## src/hdl/tsgd_pkg.sv

```systemverilog
// ----------------------------------------------------------------------------
// tsgd_pkg
// Shared types, widths, register codes and direction helpers for the touch
// swipe and drag direction detector.
// ----------------------------------------------------------------------------
package tsgd_pkg;

  localparam int COORD_BITS = 12;
  localparam int SUM_BITS   = COORD_BITS + 1;
  localparam int REG_BITS   = 12;
  localparam int CMP_BITS   = (SUM_BITS > REG_BITS) ? SUM_BITS : REG_BITS;
  localparam int IDX_BITS   = 2;

  localparam logic [REG_BITS-1:0] SCROLL_THR_RST  = REG_BITS'(30);
  localparam logic [REG_BITS-1:0] GESTURE_THR_RST = REG_BITS'(50);
  localparam logic [REG_BITS-1:0] MIN_VEL_RST     = REG_BITS'(3);

  typedef logic [COORD_BITS-1:0]      coord_t;
  typedef logic signed [SUM_BITS-1:0] sum_t;
  typedef logic [REG_BITS-1:0]        reg_val_t;

  typedef enum logic [2:0] {
    DIR_NONE  = 3'd0,
    DIR_RIGHT = 3'd1,
    DIR_LEFT  = 3'd2,
    DIR_DOWN  = 3'd3,
    DIR_UP    = 3'd4
  } dir_t;

  typedef enum logic [IDX_BITS-1:0] {
    REG_SCROLL_THR  = 2'd0,
    REG_GESTURE_THR = 2'd1,
    REG_MIN_VEL     = 2'd2
  } reg_idx_t;

  // Magnitude of a sum or a step, widened to the common compare width.
  function automatic logic [CMP_BITS-1:0] mag(input sum_t v);
    logic [SUM_BITS-1:0] a;
    a = v[SUM_BITS-1] ? SUM_BITS'(-v) : SUM_BITS'(v);
    return CMP_BITS'(a);
  endfunction

  // Direction along the dominant axis; the x axis wins a tie.
  function automatic dir_t pick_dir(input sum_t sx, input sum_t sy, input reg_val_t limit);
    logic [CMP_BITS-1:0] ax;
    logic [CMP_BITS-1:0] ay;
    logic [CMP_BITS-1:0] lim;
    dir_t                d;
    ax  = mag(sx);
    ay  = mag(sy);
    lim = CMP_BITS'(limit);
    if (ax <= lim && ay <= lim) begin
      d = DIR_NONE;
    end else if (ax >= ay) begin
      d = sx[SUM_BITS-1] ? DIR_LEFT : DIR_RIGHT;
    end else begin
      d = sy[SUM_BITS-1] ? DIR_UP : DIR_DOWN;
    end
    return d;
  endfunction

endpackage

```

## src/hdl/touch_swipe_gesture_detect.sv

```systemverilog
// ----------------------------------------------------------------------------
// touch_swipe_gesture_detect
// A sample beat passes through the input register and then the result register;
// a stalled output side holds both stages. One sample is taken per cycle while
// the output side is not stalled; the displacement sums update together with
// the result register.
// Reset (rst_n low, synchronous): both stages empty, sums and the previous
// sample cleared, thresholds back to 30, 50 and 3.
// ----------------------------------------------------------------------------
module touch_swipe_gesture_detect (
  input  logic                               clk,
  input  logic                               rst_n,
  input  logic                               in_valid,
  output logic                               in_ready,
  input  logic [tsgd_pkg::COORD_BITS-1:0]    in_pos_x,
  input  logic [tsgd_pkg::COORD_BITS-1:0]    in_pos_y,
  input  logic                               in_pressed,
  output logic                               out_valid,
  input  logic                               out_ready,
  output logic [2:0]                         out_swipe_dir,
  output logic [2:0]                         out_drag_dir,
  input  logic                               cfg_valid,
  output logic                               cfg_ready,
  input  logic [tsgd_pkg::IDX_BITS-1:0]      cfg_index,
  input  logic [tsgd_pkg::REG_BITS-1:0]      cfg_data
);

  // Configuration registers.
  tsgd_pkg::reg_val_t scroll_thr_r, gesture_thr_r, min_vel_r;

  // Input stage.
  logic             s1_valid_r;
  tsgd_pkg::coord_t s1_x_r, s1_y_r;
  logic             s1_pr_r;

  // Tracking state.
  tsgd_pkg::coord_t last_x_r, last_y_r;
  logic             last_pr_r;
  tsgd_pkg::sum_t   drag_x_r, drag_y_r, swipe_x_r, swipe_y_r;
  tsgd_pkg::sum_t   drag_x_nxt, drag_y_nxt, swipe_x_nxt, swipe_y_nxt;

  // Result stage.
  logic             out_valid_r;
  tsgd_pkg::dir_t   swipe_r, drag_r, swipe_nxt, drag_nxt;

  logic             advance;
  tsgd_pkg::sum_t   dx, dy, drag_x_add, drag_y_add, swipe_x_add, swipe_y_add;
  logic             slow;

  assign advance   = !out_valid_r || out_ready;
  assign in_ready  = !s1_valid_r || advance;
  assign cfg_ready = 1'b1;

  assign out_valid     = out_valid_r;
  assign out_swipe_dir = swipe_r;
  assign out_drag_dir  = drag_r;

  always_comb begin
    dx = tsgd_pkg::sum_t'({1'b0, s1_x_r}) - tsgd_pkg::sum_t'({1'b0, last_x_r});
    dy = tsgd_pkg::sum_t'({1'b0, s1_y_r}) - tsgd_pkg::sum_t'({1'b0, last_y_r});
    drag_x_add = drag_x_r + dx;
    drag_y_add = drag_y_r + dy;
    slow = (tsgd_pkg::mag(dx) < tsgd_pkg::CMP_BITS'(min_vel_r)) &&
           (tsgd_pkg::mag(dy) < tsgd_pkg::CMP_BITS'(min_vel_r));
    // A slow step restarts the swipe sum before the step is added.
    swipe_x_add = slow ? dx : swipe_x_r + dx;
    swipe_y_add = slow ? dy : swipe_y_r + dy;

    drag_x_nxt  = drag_x_r;
    drag_y_nxt  = drag_y_r;
    swipe_x_nxt = swipe_x_r;
    swipe_y_nxt = swipe_y_r;
    swipe_nxt   = tsgd_pkg::DIR_NONE;
    drag_nxt    = tsgd_pkg::DIR_NONE;
    if (last_pr_r && s1_pr_r) begin
      drag_x_nxt  = drag_x_add;
      drag_y_nxt  = drag_y_add;
      swipe_x_nxt = swipe_x_add;
      swipe_y_nxt = swipe_y_add;
      drag_nxt    = tsgd_pkg::pick_dir(drag_x_add, drag_y_add, scroll_thr_r);
      swipe_nxt   = tsgd_pkg::pick_dir(swipe_x_add, swipe_y_add, gesture_thr_r);
    end else if (last_pr_r) begin
      drag_x_nxt  = '0;
      drag_y_nxt  = '0;
      swipe_x_nxt = '0;
      swipe_y_nxt = '0;
    end
  end

  always_ff @(posedge clk) begin
    if (!rst_n) begin
      scroll_thr_r  <= tsgd_pkg::SCROLL_THR_RST;
      gesture_thr_r <= tsgd_pkg::GESTURE_THR_RST;
      min_vel_r     <= tsgd_pkg::MIN_VEL_RST;
    end else if (cfg_valid && cfg_ready) begin
      unique case (tsgd_pkg::reg_idx_t'(cfg_index))
        tsgd_pkg::REG_SCROLL_THR:  scroll_thr_r  <= cfg_data;
        tsgd_pkg::REG_GESTURE_THR: gesture_thr_r <= cfg_data;
        tsgd_pkg::REG_MIN_VEL:     min_vel_r     <= cfg_data;
        default: ;
      endcase
    end
  end

  always_ff @(posedge clk) begin
    if (!rst_n) begin
      s1_valid_r  <= 1'b0;
      out_valid_r <= 1'b0;
      last_x_r    <= '0;
      last_y_r    <= '0;
      last_pr_r   <= 1'b0;
      drag_x_r    <= '0;
      drag_y_r    <= '0;
      swipe_x_r   <= '0;
      swipe_y_r   <= '0;
    end else begin
      if (in_valid && in_ready) begin
        s1_valid_r <= 1'b1;
      end else if (advance) begin
        s1_valid_r <= 1'b0;
      end
      if (advance) begin
        out_valid_r <= s1_valid_r;
      end
      if (advance && s1_valid_r) begin
        last_x_r  <= s1_x_r;
        last_y_r  <= s1_y_r;
        last_pr_r <= s1_pr_r;
        drag_x_r  <= drag_x_nxt;
        drag_y_r  <= drag_y_nxt;
        swipe_x_r <= swipe_x_nxt;
        swipe_y_r <= swipe_y_nxt;
      end
    end
  end

  // Payload registers.
  always_ff @(posedge clk) begin
    if (in_valid && in_ready) begin
      s1_x_r  <= in_pos_x;
      s1_y_r  <= in_pos_y;
      s1_pr_r <= in_pressed;
    end
    if (advance && s1_valid_r) begin
      swipe_r <= swipe_nxt;
      drag_r  <= drag_nxt;
    end
  end

endmodule

```

## config.mk

```make
export PLATFORM = sky130hd
export DESIGN_NAME = touch_swipe_gesture_detect
export DESIGN_NICKNAME = d
export VERILOG_FILES = /design/src/hdl/tsgd_pkg.sv /design/src/hdl/touch_swipe_gesture_detect.sv
export SDC_FILE = /design/constraint.sdc
export NUM_CORES = 1
export LEC_CHECK = 0
export BUFFER_PORTS_ARGS = -buffer_cell sky130_fd_sc_hd__buf_2
export CELL_PAD_IN_SITES_DETAIL_PLACEMENT = 1
export CELL_PAD_IN_SITES_GLOBAL_PLACEMENT = 2
export CORE_AREA = 3 3 187 189
export CTS_CLUSTER_SIZE = 40
export DETAILED_ROUTE_END_ITERATION = 10
export DIE_AREA = 0 0 190 192
export GPL_TIMING_DRIVEN = 0
export PLACE_DENSITY_LB_ADDON = 0.05
export SLEW_MARGIN = 5
export SYNTH_ARGS = -nofsm -noshare
export SYNTH_HDL_FRONTEND = slang
export SYNTH_SLANG_ARGS = --single-unit
```

## constraint.sdc

```tcl
create_clock -name clk -period 9.75 [get_ports clk]
set_input_delay 1.95 -clock clk [delete_from_list [all_inputs] [get_ports clk]]
set_output_delay 1.95 -clock clk [all_outputs]
set_load 0.05 [all_outputs]
```

# --- Word level (Yosys, flattened, before mapping) ---
# Index checks and enable logic that the tools add are counted.
op_classes:
  n_addsub: 12
  n_lt_le_gt_ge: 8
  eq_ne: 2
  n_mux: 21
  n_bitwise: 1
  reduce_logical: 19
op_table:
  columns: ["operator", "count"]
  rows:
  - ["$mux 13", 13]
  - ["$neg 13->13", 6]
  - ["$add 13x13->13", 4]
  - ["$le 13x12->1", 4]
  - ["$ge 13x13->1", 2]
  - ["$lt 13x12->1", 2]
  - ["$sub 12x12->13", 2]
  - ["$mux 3", 4]
  - ["$reduce_and 2->1", 4]
  - ["$logic_and 1x1->1", 6]
  - ["$mux 2", 2]
  - ["$reduce_bool 2->1", 2]
  - ["$reduce_or 2->1", 2]
  - ["$eq 2x1->1 const B", 1]
  - ["$eq 2x2->1 const B", 1]
  - ["$logic_not 1->1", 2]
  - ["$logic_not 2->1", 1]
  - ["$logic_or 1x1->1", 2]
  - ["$mux 1", 2]
  - ["$not 1->1", 1]
word_totals:
  ff_bits: 146
  in_bits: 44
  output_inout_bits: 9

# --- Depth between registers and ports, before layout ---
# Gate-level depths: netlist of run 1.
logic_depth:
  ltp_word: 11
  mapped_depth: 39
  mapped_depth_nobuf: 37

# --- Worst setup path after synthesis of run 1 ---
# Ideal clock, no wire load.
synth_timing:
  path_kind: "reg-to-reg"
  from: "register s1_x_r[0]"
  to: "register swipe_r[1], in the netlist out_swipe_dir[1], data pin"
  arrival_ps: 6953
  required_ps: 9495
  path_slack_ps: 2542
  stages_incl_launch_ff: 36
  n_path_buf: 3
  period_less_slack_ps: 7208
  cell_sequence: "edfxtp_1 > inv_1 > ha_1 > fa_1 > nand2b_1 > a21oi_1 > o21ai_1 > o21ai_0 > a21o_1 > clkbuf_1 > nor2_1 > xor2_1 > ha_1 > nand4_1 > nor2_1 > a2111oi_0 > a31oi_1 > nor3_1 > o311a_1 > o21ai_2 > buf_6 > buf_2 > a21oi_1 > ha_1 > nand2b_1 > nor4_1 > mux2i_1 > o21ai_1 > xnor2_1 > ha_1 > nand2_1 > nor4_1 > nor3_1 > a21oi_1 > mux2_2 > and2_1"
synth_via:
  elab_chain_cells: 11
  word_cells_on_any_way: 20
  cone_classes: "add/sub: 5; order compare: 4; mux: 8; reduce/logical: 3"
synth_lines:
  columns: ["element", "line", "source"]
  rows:
  - ["start: declaration", "touch_swipe_gesture_detect.sv:33", "tsgd_pkg::coord_t s1_x_r, s1_y_r;"]
  - ["start signal: assignment", "touch_swipe_gesture_detect.sv:140", "s1_x_r <= in_pos_x;"]
  - ["$sub 12x12->13 (*)", "touch_swipe_gesture_detect.sv:59", "dx = tsgd_pkg::sum_t'({1'b0, s1_x_r}) - tsgd_pkg::sum_t'({1'b0, last_x_r});"]
  - ["$neg 13->13", "tsgd_pkg.sv:39", "a = v[SUM_BITS-1] ? SUM_BITS'(-v) : SUM_BITS'(v);"]
  - ["$mux 13", "tsgd_pkg.sv:39", null]
  - ["$lt 13x12->1", "touch_swipe_gesture_detect.sv:63", "slow = (tsgd_pkg::mag(dx) < tsgd_pkg::CMP_BITS'(min_vel_r)) &&"]
  - ["$logic_and 1x1->1", "touch_swipe_gesture_detect.sv:63", null]
  - ["$mux 13 (on tied branches)", "touch_swipe_gesture_detect.sv:66, touch_swipe_gesture_detect.sv:67", null]
  - ["$neg 13->13", "tsgd_pkg.sv:39", null]
  - ["$mux 13", "tsgd_pkg.sv:39", null]
  - ["$le 13x12->1", "tsgd_pkg.sv:52", "if (ax <= lim && ay <= lim) begin"]
  - ["$logic_and 1x1->1", "tsgd_pkg.sv:52", null]
  - ["$reduce_or 2->1 (no line)", null, null]
  - ["end signal: assignment", "touch_swipe_gesture_detect.sv:145", "swipe_r <= swipe_nxt;"]
  - ["end: declaration", "touch_swipe_gesture_detect.sv:44", "tsgd_pkg::dir_t swipe_r, drag_r, swipe_nxt, drag_nxt;"]
# Mark *: on every way between the ends. The rest lies on a longest branch, timed or not.
# A chain may end at the register's enable or synchronous reset.

# --- Worst setup path after layout of run 1 ---
layout_timing:
  from: "register s1_y_r[0]"
  to: "register swipe_r[1], in the netlist out_swipe_dir[1], data pin"
layout_via:
  elab_chain_cells: 11
  word_cells_on_any_way: 20
  cone_classes: "add/sub: 5; order compare: 4; mux: 8; reduce/logical: 3"
layout_lines:
  columns: ["element", "line", "source"]
  rows:
  - ["start: declaration", "touch_swipe_gesture_detect.sv:33", null]
  - ["start signal: assignment", "touch_swipe_gesture_detect.sv:141", "s1_y_r <= in_pos_y;"]
  - ["$sub 12x12->13 (*)", "touch_swipe_gesture_detect.sv:60", "dy = tsgd_pkg::sum_t'({1'b0, s1_y_r}) - tsgd_pkg::sum_t'({1'b0, last_y_r});"]
  - ["$neg 13->13", "tsgd_pkg.sv:39", null]
  - ["$mux 13", "tsgd_pkg.sv:39", null]
  - ["$lt 13x12->1", "touch_swipe_gesture_detect.sv:64", "(tsgd_pkg::mag(dy) < tsgd_pkg::CMP_BITS'(min_vel_r));"]
  - ["$logic_and 1x1->1", "touch_swipe_gesture_detect.sv:63", null]
  - ["$mux 13 (on tied branches)", "touch_swipe_gesture_detect.sv:66, touch_swipe_gesture_detect.sv:67", null]
  - ["$neg 13->13", "tsgd_pkg.sv:39", null]
  - ["$mux 13", "tsgd_pkg.sv:39", null]
  - ["$le 13x12->1", "tsgd_pkg.sv:52", null]
  - ["$logic_and 1x1->1", "tsgd_pkg.sv:52", null]
  - ["$reduce_or 2->1 (no line)", null, null]
# Marks and branches as above.

==> results.yml, run 1 <==
logic_synthesis:
  synthCells: 1599
  synth_top_area_share_pct: 17.7
  ys_async_sr_fraction_pct: 0
  synth_nets: 1823
  synth-seq-cells: 146
  ys.flop_type: "dfxtp_1"
  avgSynthCellArea_sq_um: 8.13
  synth_top_area_cell: "dfxtp_1"
  synth_edf_count: 31
  synth_area_leaders: "dfxtp_1, ha_1, edfxtp_1"
  ys_seq_area_share_pct: 24.9
  ys_warn_count: 0
  synth_cell_types: 88
  syn_area_sq_um: 13000
floorplan:
  die_area_sq_um: 36500
  chipWidth_um: 190
  coreArea_sq_um: 33400
  fp-row-count: 67
  die_h_um: 192
  ios: 53
  start_util_pct: 38.9
sta:
  layout_min_cycle_time_ns: 9.27
  skew_ns: 0.0143
  max_freq_mhz: 108
  rsz0062_at_grt: "false"
  fin_crit_sh_pct: 95.1
  maxSlewViolCount: 0
  tightest_slew_ns: 1.29
  slew_headroom_pct: 14.0
  setup_violations: 0
  hold_viol_final: 0
setup_path:
  slowest_delay_ns: 0.92
  path_class: "flop to flop"
  worstPathMaxFanout: 10
  required_ns: 9.94
  slowest_stage: "xnor2_1"
  arrival_ns: 9.47
  endpoint_kind: "flop"
  start_kind: "flop"
power_and_ir_drop:
  pwr_density_cell_nw_per_um2: 190
  seqPwrFrac_pct: 23.6
  p_total_uw: 2750
  pwr-share-clk_pct: 26.0
  switchingPower_uw: 1160
  p_int_uw: 1590
  comb_power_share_pct: 50.3
  p_leak_uw: 0.00591
  switching_share_pct: 42.1
  peakVddDrop_mv: 0.128
drt:
  via_per_inst: 5.48
  wl_per_cell_um: 21.0
  post-route-drc-count: 0
  dr.pass1.iters: 5
  wl_mm: 44.8
  vias: 11700
  drt-initial-drc-count: 647
  final_antenna_net_count: 0
job:
  max_cap_violations: 0
cells_and_area:
  drive_gt1_share_pct: 8.33
  stdcell_count: 2130
  syn_to_final_growth_pct: 11.5
  final_nets: 1892
  fill_cells: 4073
clocking:
  cts_tree: "built"
  clock_latency_ns: 0.46
  clock_tree.root_cell: "clkbuf_16"
  clkTransAtPathRegs_ns: 0.06
  htreeDepth: 4
  numCtsBuffers: 17
  post_cts_buffers: 0
  hold_buffers: 0
  cts.sinks: 146
  clockBufferDepth: 2
global_route:
  grt_max_degree: 26
  grt_pass1_vias: 12000
  grt_usage_pct: 25.0
  grt_pass1_wl_mm: 69.4
  overflow: 0
  antenna_found_initial: 2
hold_path:
  hold_class: "flop to flop"
placed_design:
  place_hpwl_mm: 36.6
  gp_congestion: 0.955
  dp.cells: 2098
  io_buffers: 50
run_status:
  status: "complete, no violations"
-- layer usage --
layer	vias to the layer above	part of all wire, %	GRT usage, %	wire length (um)
li1	5780	-	-	-
met1	5665	47	32.2	21000
met2	171	47	42.1	20900
met3	64	2.8	3.60	1270
met4	2	3.6	10.3	1640
met5	-	0.029	0	13
-- sequential cells by signal, summed over array words and instances, names as in the netlist --
register,cells
drag_y_r,13
out_valid,1
s1_pr_r,1
out_drag_dir,3
last_y_r,12
gesture_thr_r,12
scroll_thr_r,12
s1_x_r,12
out_swipe_dir,3
swipe_y_r,13
last_x_r,12
s1_y_r,12
swipe_x_r,13
s1_valid_r,1
min_vel_r,12
last_pr_r,1
drag_x_r,13
-- metrics by stage --
step | worst slack, ns | area, sq um | util [%] | setup TNS (ns) | hold slack [ns]
after floorplan | 2.54 | 13000 | - | 0 | 0.443
after global placement | -0.0438 | 13800 | 41.3 | -0.0438 | 0.450
after detailed placement | -0.174 | 13800 | 41.3 | -0.174 | 0.461
after CTS | 0.0284 | 14400 | 43.2 | 0 | 0.469
after global routing | 0.133 | 14500 | 43.3 | 0 | 0.485
final | 0.475 | 14500 | 43.3 | 0 | 0.465
-- cell families (layout without fill, tap and decap cells) --
kind of cell               after synthesis  in the layout  synth area share [%]
xor gates and xnor gates               120            120                  8.19
and+or+nand+nor                        545            545                  20.5
adders and majority gates              180            180                  17.7
DFF                                    146            146                  24.9
AOI/OAI and AO/OA                      419            419                  21.5
other                                    1              2                0.0289
muxes                                   28             28                  2.25
buffers and inverters                  160            242                  4.95
-- synthesized netlist by cell type, types with 19 or more instances --
master	number
mux2i_1	20
xor2_1	49
ha_1	174
o21ai_0	89
a22oi_1	25
inv_1	108
nor2b_1	56
a21boi_0	56
nand2_1	216
nand3_1	23
o21a_1	32
edfxtp_1	31
nand2b_1	19
nor2_1	89
and2_1	35
clkbuf_1	38
xnor2_1	70
a21o_1	19
a21oi_1	84
dfxtp_1	115
nor3_1	28
-- critical path: cells and delay by family, from the launching register on --
family	cells	cell delay, ns
buffers and inverters	3	0.50
adder cells (fa/ha/maj)	5	1.51
AND/OR/NAND/NOR	10	1.97
XOR/XNOR	2	1.26
AO/OA/AOI/OAI	13	3.02
flip-flops	1	0.34
multiplexers	1	0.38
-- worst paths after layout --
check / from / end / slack, ns / cells past startpoint
setup / recovery: s1_y_r[0]$_DFFE_PP_ / out_swipe_dir[1]$_SDFFCE_PP0P_ / 0.48 / 34
hold / removal: last_x_r[8]$_SDFFE_PN0P_ / last_x_r[8]$_SDFFE_PN0P_ / 0.46 / 2
setup reg to reg: s1_y_r[0]$_DFFE_PP_ / out_swipe_dir[1]$_SDFFCE_PP0P_ / 0.48 / 34
hold reg to reg: last_x_r[8]$_SDFFE_PN0P_ / last_x_r[8]$_SDFFE_PN0P_ / 0.46 / 2
-- cell usage in the layout, fill, tap and decap left out, drive strengths merged, types with 8 or more instances in the layout --
cell and count:
a211oi 11, a21boi 59, a21o 19, a21oi 87, a22oi 25, a31oi 9, and2 35, buf 64
clkbuf 59, dfxtp 115, edfxtp 31, ha 174, inv 114, mux2i 21, nand2 216, nand2b 19
nand3 24, nand4 17, nor2 90, nor2b 56, nor3 28, o211ai 18, o21a 33, o21ai 100
o31ai 8, or3 11, xnor2 70, xor2 49
-- power by group through the flow --
stage          combinational (uW)  clock [uW]  sequential [uW]
2_1_floorplan                 948           0              663
3_3_place_gp                 1330           0              662
3_5_place_dp                 1360           0              663
4_1_cts                      1370         735              649
5_1_grt                      1540         762              651
6_report                     1380         715              649
-- layout make-up --
class | count | area [sq um] | share of cell area, %
multi-input combinational | 1293 | 9180 | 63.3
tap | 448 | 561 | 3.87
sequential | 146 | 3230 | 22.3
timing repair buffer | 51 | 258 | 1.78
buffer | 50 | 230 | 1.59
clock inverter | 10 | 145 | 1.00
clock buffer | 22 | 475 | 3.28
antenna | 1 | 2.50 | 0.0173
inverter | 109 | 409 | 2.82
-- repair_timing --
item	4_1_cts	5_1_grt
gates resized for setup	1	8
setup endpoints to repair	2	3
pin swaps	0	0
(Power assumes the default switching activity.)
==> inputs of run 2 (changes only) <==
--- a/config.mk
+++ b/config.mk
@@ -8,12 +8,14 @@
 export BUFFER_PORTS_ARGS = -buffer_cell sky130_fd_sc_hd__buf_2
 export CELL_PAD_IN_SITES_DETAIL_PLACEMENT = 1
 export CELL_PAD_IN_SITES_GLOBAL_PLACEMENT = 2
-export CORE_AREA = 3 3 187 189
+export CORE_AREA = 3 3 195 197
+export CTS_BUF_LIST = sky130_fd_sc_hd__clkbuf_4
 export CTS_CLUSTER_SIZE = 40
 export DETAILED_ROUTE_END_ITERATION = 10
-export DIE_AREA = 0 0 190 192
+export DIE_AREA = 0 0 198 200
 export GPL_TIMING_DRIVEN = 0
 export PLACE_DENSITY_LB_ADDON = 0.05
+export RECOVER_POWER = 50
 export SLEW_MARGIN = 5
 export SYNTH_ARGS = -nofsm -noshare
 export SYNTH_HDL_FRONTEND = slang
==> constraint.sdc (replaced) <==
create_clock -name clk -period 7.7 [get_ports clk]
set_input_delay 1.54 -clock clk [delete_from_list [all_inputs] [get_ports clk]]
set_output_delay 1.54 -clock clk [all_outputs]
set_load 0.05 [all_outputs]
==> results.yml, run 2 (synthesis gave the netlist of run 1 again) <==
run_status:
  status: "complete, but fails checks"
  violations: "max-capacitance violations, max-slew violations"
setup_path:
  start_kind: "flop"
  required_ns: 8.14
  arrival_ns: 7.99
  path_class: "flop to flop"
  r2r-start: "s1_x_r[0]$_DFFE_PP_"
  startpoint: "s1_x_r[0]$_DFFE_PP_"
  timing.critical_path.mode_cell: "nand2_1"
  endpoint_kind: "flop"
  worstPathMaxFanout: 6
  slowest_delay_ns: 0.70
  slowest_stage: "fa_2"
sta:
  max_freq_mhz: 132
  skew_ns: 0.0275
  layout_min_cycle_time_ns: 7.55
  hold_viol_final: 0
  setup_violations: 0
  tightest_slew_ns: 1.72
  slew_headroom_pct: -14.7
  rsz0062_at_grt: "true"
  maxSlewViolCount: 26
  hold_slack_ns: 0.472
  fin_crit_sh_pct: 98.1
  setup_ws_ns: 0.150
placed_design:
  post-place-ws_ns: -2.24
  io_buffers: 50
  dpl_cell_area_sq_um: 13800
  place_hpwl_mm: 37.2
  gp_congestion: 0.891
clocking:
  clkTransAtPathRegs_ns: 0.15
  cts_tree: "built"
  numCtsBuffers: 17
  htreeDepth: 4
  clock_tree.root_cell: "clkbuf_4"
  cts.sinks: 146
  clock_latency_ns: 0.67
  clockBufferDepth: 2
cells_and_area:
  post-route-util_pct: 41.4
  drive_gt1_share_pct: 14.6
  stdcell_area_sq_um: 15100
  syn_to_final_growth_pct: 16.1
  layout_commonest_cell: "nand2_1"
  final_cell_mix: "nand2_1, ha_1, dfxtp_1, inv_1, nor2_1"
  final_nets: 1927
  fill_cells: 4373
global_route:
  overflow: 0
  grt_usage_pct: 23.6
  grt_max_degree: 26
  grt_pass1_wl_mm: 70.5
  antenna_found_initial: 2
  grt_pass1_vias: 11900
drt:
  wl_mm: 46.4
  post-route-drc-count: 0
  final_antenna_net_count: 0
  vias: 11800
  wl_per_cell_um: 21.2
  drt-initial-drc-count: 511
  dr.pass1.iters: 4
  via_per_inst: 5.39
floorplan:
  die_h_um: 200
  coreArea_sq_um: 36400
  die_area_sq_um: 39600
  start_util_pct: 35.7
  fp-row-count: 70
  chipWidth_um: 198
  ios: 53
power_and_ir_drop:
  p_total_uw: 3410
  p_leak_uw: 0.00608
  peakVddDrop_mv: 0.108
  pwr_density_cell_nw_per_um2: 226
job:
  max_cap_violations: 1
hold_path:
  hold_class: "flop to flop"
  hp-start: "last_y_r[4]$_SDFFE_PN0P_"
run 2: worst paths after layout:
| path | endpoint | slack (ns) | depth (start not counted) |
|---|---|---|---|
| worst min-delay path | last_y_r[4]$_SDFFE_PN0P_ | 0.47 | 2 |
| worst max register to register | out_swipe_dir[1]$_SDFFCE_PP0P_ | 0.15 | 34 |
| worst max-delay path | out_swipe_dir[1]$_SDFFCE_PP0P_ | 0.15 | 34 |
| worst min register to register | last_y_r[4]$_SDFFE_PN0P_ | 0.47 | 2 |
run 2: critical path, delay by kind of cell (launching register included):
kind                       cells  cell delay [ns]
AOI/OAI and AO/OA             10             1.75
buffers and inverters          3             0.34
DFF                            1             0.37
xor gates and xnor gates       2             0.76
adders and majority gates      6             1.91
muxes                          2             0.46
and+or+nand+nor               11             1.73
run 2: stage by stage:
stage                     std cells  TNS (ns)
after detailed placement       2117     -6.24
after floorplan                1599         0
after global placement         2117     -5.98
after global routing           2185    -0.308
final                          2186         0
after CTS                      2160         0
run 2: layout make-up:
cell class                 instances  area [sq um]  share of cell area [%]
multi-input combinational       1293          9790                    64.9
buffer                            48           251                    1.67
inverter                         109           409                    2.71
tap                              468           586                    3.88
clock buffer                      17           128                   0.846
clock inverter                    15           150                   0.995
sequential                       146          3230                    21.4
antenna                            2          5.00                  0.0332
timing repair buffer              88           541                    3.58
run 2: what timing repair did:
item / 4_1_cts / 5_1_grt
endpoints found under the setup margin: 3 / 6
gates resized for setup: 64 / 75
setup buffers: 14 / 24
pin swaps: 8 / 34
hold buffers: 0 / 0
run 2: layer usage:
metal / vias to the layer above / GRT usage [%] / routed length (um)
met3: 29 / 2.89 / 1150
met5: - / 0 / 0
met2: 123 / 39.5 / 21600
li1: 5857 / - / -
met4: 0 / 4.25 / 548
met1: 5776 / 33.1 / 23100
run 2: power by group:
group | leakage (uW) | internal (uW) | switching, uW
sequential | 0.00124 | 808 | 14.6
combinational | 0.00469 | 827 | 1220
clock | 0.000149 | 170 | 367
total | 0.00608 | 1810 | 1600
==> inputs of run 3 (changes only) <==
--- a/config.mk
+++ b/config.mk
@@ -14,7 +14,7 @@
 export DETAILED_ROUTE_END_ITERATION = 10
 export DIE_AREA = 0 0 198 200
 export GPL_TIMING_DRIVEN = 0
-export PLACE_DENSITY_LB_ADDON = 0.05
+export PLACE_DENSITY_LB_ADDON = 0.1
 export RECOVER_POWER = 50
 export SLEW_MARGIN = 5
 export SYNTH_ARGS = -nofsm -noshare
==> results.yml, run 3 (synthesis gave the netlist of run 1 again) <==
drt:
  wl_mm: 46.5
  wl_per_cell_um: 21.3
  drt-initial-drc-count: 420
  via_per_inst: 5.41
  dr.pass1.iters: 5
  vias: 11800
  post-route-drc-count: 0
  final_antenna_net_count: 0
clocking:
  clock_latency_ns: 0.65
  clock_tree.root_cell: "clkbuf_4"
  hold_buffers: 0
  cts.sinks: 146
  clockBufferDepth: 2
  numCtsBuffers: 17
  htreeDepth: 4
  cts_tree: "built"
  clkTransAtPathRegs_ns: 0.14
sta:
  layout_min_cycle_time_ns: 7.49
  setup_violations: 0
  hold_slack_ns: 0.475
  setup_ws_ns: 0.211
  hold_viol_final: 0
  setup_tns_ns: 0
  fin_crit_sh_pct: 97.3
  maxSlewViolCount: 26
  tightest_slew_ns: 1.65
  slew_headroom_pct: -10.3
  max_freq_mhz: 134
  skew_ns: 0.0365
setup_path:
  endpoint_kind: "flop"
  regToRegEndpoint: "out_swipe_dir[1]$_SDFFCE_PP0P_"
  rr_worst_depth: 35
  timing.critical_path.mode_cell: "ha_1"
  r2r-start: "s1_y_r[1]$_DFFE_PP_"
  slowest_delay_ns: 0.53
  path_class: "flop to flop"
  required_ns: 8.10
  worstPathMaxFanout: 10
  slowest_stage: "or4_1"
  rrSetupSlack_ns: 0.21
  start_kind: "flop"
  arrival_ns: 7.89
global_route:
  grt_max_degree: 26
  grt_pass1_vias: 12000
  grt_pass1_wl_mm: 70.4
  overflow: 0
  grt_usage_pct: 23.5
  antenna_found_initial: 3
floorplan:
  die_area_sq_um: 39600
  die_h_um: 200
  chipWidth_um: 198
  coreArea_sq_um: 36400
  fp-row-count: 70
  ios: 53
  start_util_pct: 35.7
placed_design:
  io_buffers: 50
  gp_congestion: 0.872
  place_hpwl_mm: 37.5
  post-place-ws_ns: -1.80
  dpl_cell_area_sq_um: 13800
hold_path:
  hp-start: "last_y_r[3]$_SDFFE_PN0P_"
  hold_class: "flop to flop"
  holdPathStages: 2
  hold_end: "last_y_r[3]$_SDFFE_PN0P_"
job:
  max_cap_violations: 1
power_and_ir_drop:
  p_total_uw: 3260
  pwr_density_cell_nw_per_um2: 217
  p_leak_uw: 0.00605
  peakVddDrop_mv: 0.128
cells_and_area:
  syn_to_final_growth_pct: 15.3
  final_cell_mix: "nand2_1, ha_1, dfxtp_1, inv_1, nor2_1"
  final_nets: 1925
  layout_commonest_cell: "nand2_1"
  fill_cells: 4395
  drive_gt1_share_pct: 14.1
  stdcell_area_sq_um: 15000
run_status:
  status: "complete, but fails checks"
  violations: "max-capacitance violations, max-slew violations"
-- run 3: cell types whose count changed in the layout (fill, tap and decap cells not counted), sizes merged --
cell and delta:
clkinv -1, clkinvlp -1, inv +1, diode -1
bufinv -1
-- run 3: layout make-up --
type,count,area (sq um),share of cell area [%]
Timing Repair Buffer,86,527,3.52
Sequential cell,146,3230,21.6
Clock inverter,13,101,0.677
Antenna cell,1,2.50,0.0167
Clock buffer,19,143,0.952
Buffer,48,250,1.67
Inverter,109,409,2.73
Multi-Input combinational cell,1293,9730,64.9
Tap cell,468,586,3.91
-- run 3: critical path: cells and delay by family (launching register included) --
kind / cells / cell delay [ns]
compound gates: 14 / 2.14
xor+xnor: 2 / 0.40
fa+ha+maj: 4 / 1.07
buf+inv: 4 / 0.61
flops: 1 / 0.47
mux: 1 / 0.27
simple gates: 10 / 2.29
-- run 3: report_power, final --
part / leakage, uW / switching (uW) / internal (uW) / total, uW
sequential: 0.00124 / 14.7 / 808 / 823
clock: 0.000138 / 343 / 141 / 484
combinational: 0.00467 / 1160 / 785 / 1950
total: 0.00605 / 1520 / 1730 / 3260
-- run 3: timing repair --
| action | 4_1_cts | 5_1_grt |
|---|---|---|
| setup endpoints to repair | 3 | 5 |
| pin swaps | 8 | 24 |
| gates resized for setup | 53 | 78 |
| setup buffers | 12 | 24 |
-- run 3: layer usage --
layer	vias to the layer above	global-route usage (%)	wire (um)
li1	5858	-	-
met1	5730	31.7	22200
met2	184	40.0	22000
met3	46	2.77	1460
met4	0	6.66	866
met5	-	0	0
-- run 3: worst max-delay path by stage --
stage	startpoint	to	cells past startpoint	slack, ns
2_1_floorplan	s1_x_r[0]$_DFFE_PP_	out_swipe_dir[1]$_SDFFCE_PP0P_	35	0.49
3_3_place_gp	s1_x_r[0]$_DFFE_PP_	out_swipe_dir[1]$_SDFFCE_PP0P_	34	-1.69
3_5_place_dp	s1_x_r[0]$_DFFE_PP_	out_swipe_dir[1]$_SDFFCE_PP0P_	34	-1.80
4_1_cts	s1_x_r[0]$_DFFE_PP_	out_swipe_dir[0]$_SDFFCE_PP0P_	37	0.007
5_1_grt	s1_x_r[2]$_DFFE_PP_	out_swipe_dir[1]$_SDFFCE_PP0P_	32	-0.05
6_report	s1_y_r[1]$_DFFE_PP_	out_swipe_dir[1]$_SDFFCE_PP0P_	35	0.21
-- run 3: metrics by stage --
stage | util, % | cells
6_report | 41.1 | 2183
5_1_grt | 41.1 | 2183
4_1_cts | 39.6 | 2158
3_5_place_dp | 38.0 | 2117
3_3_place_gp | 38.0 | 2117
2_1_floorplan | - | 1599
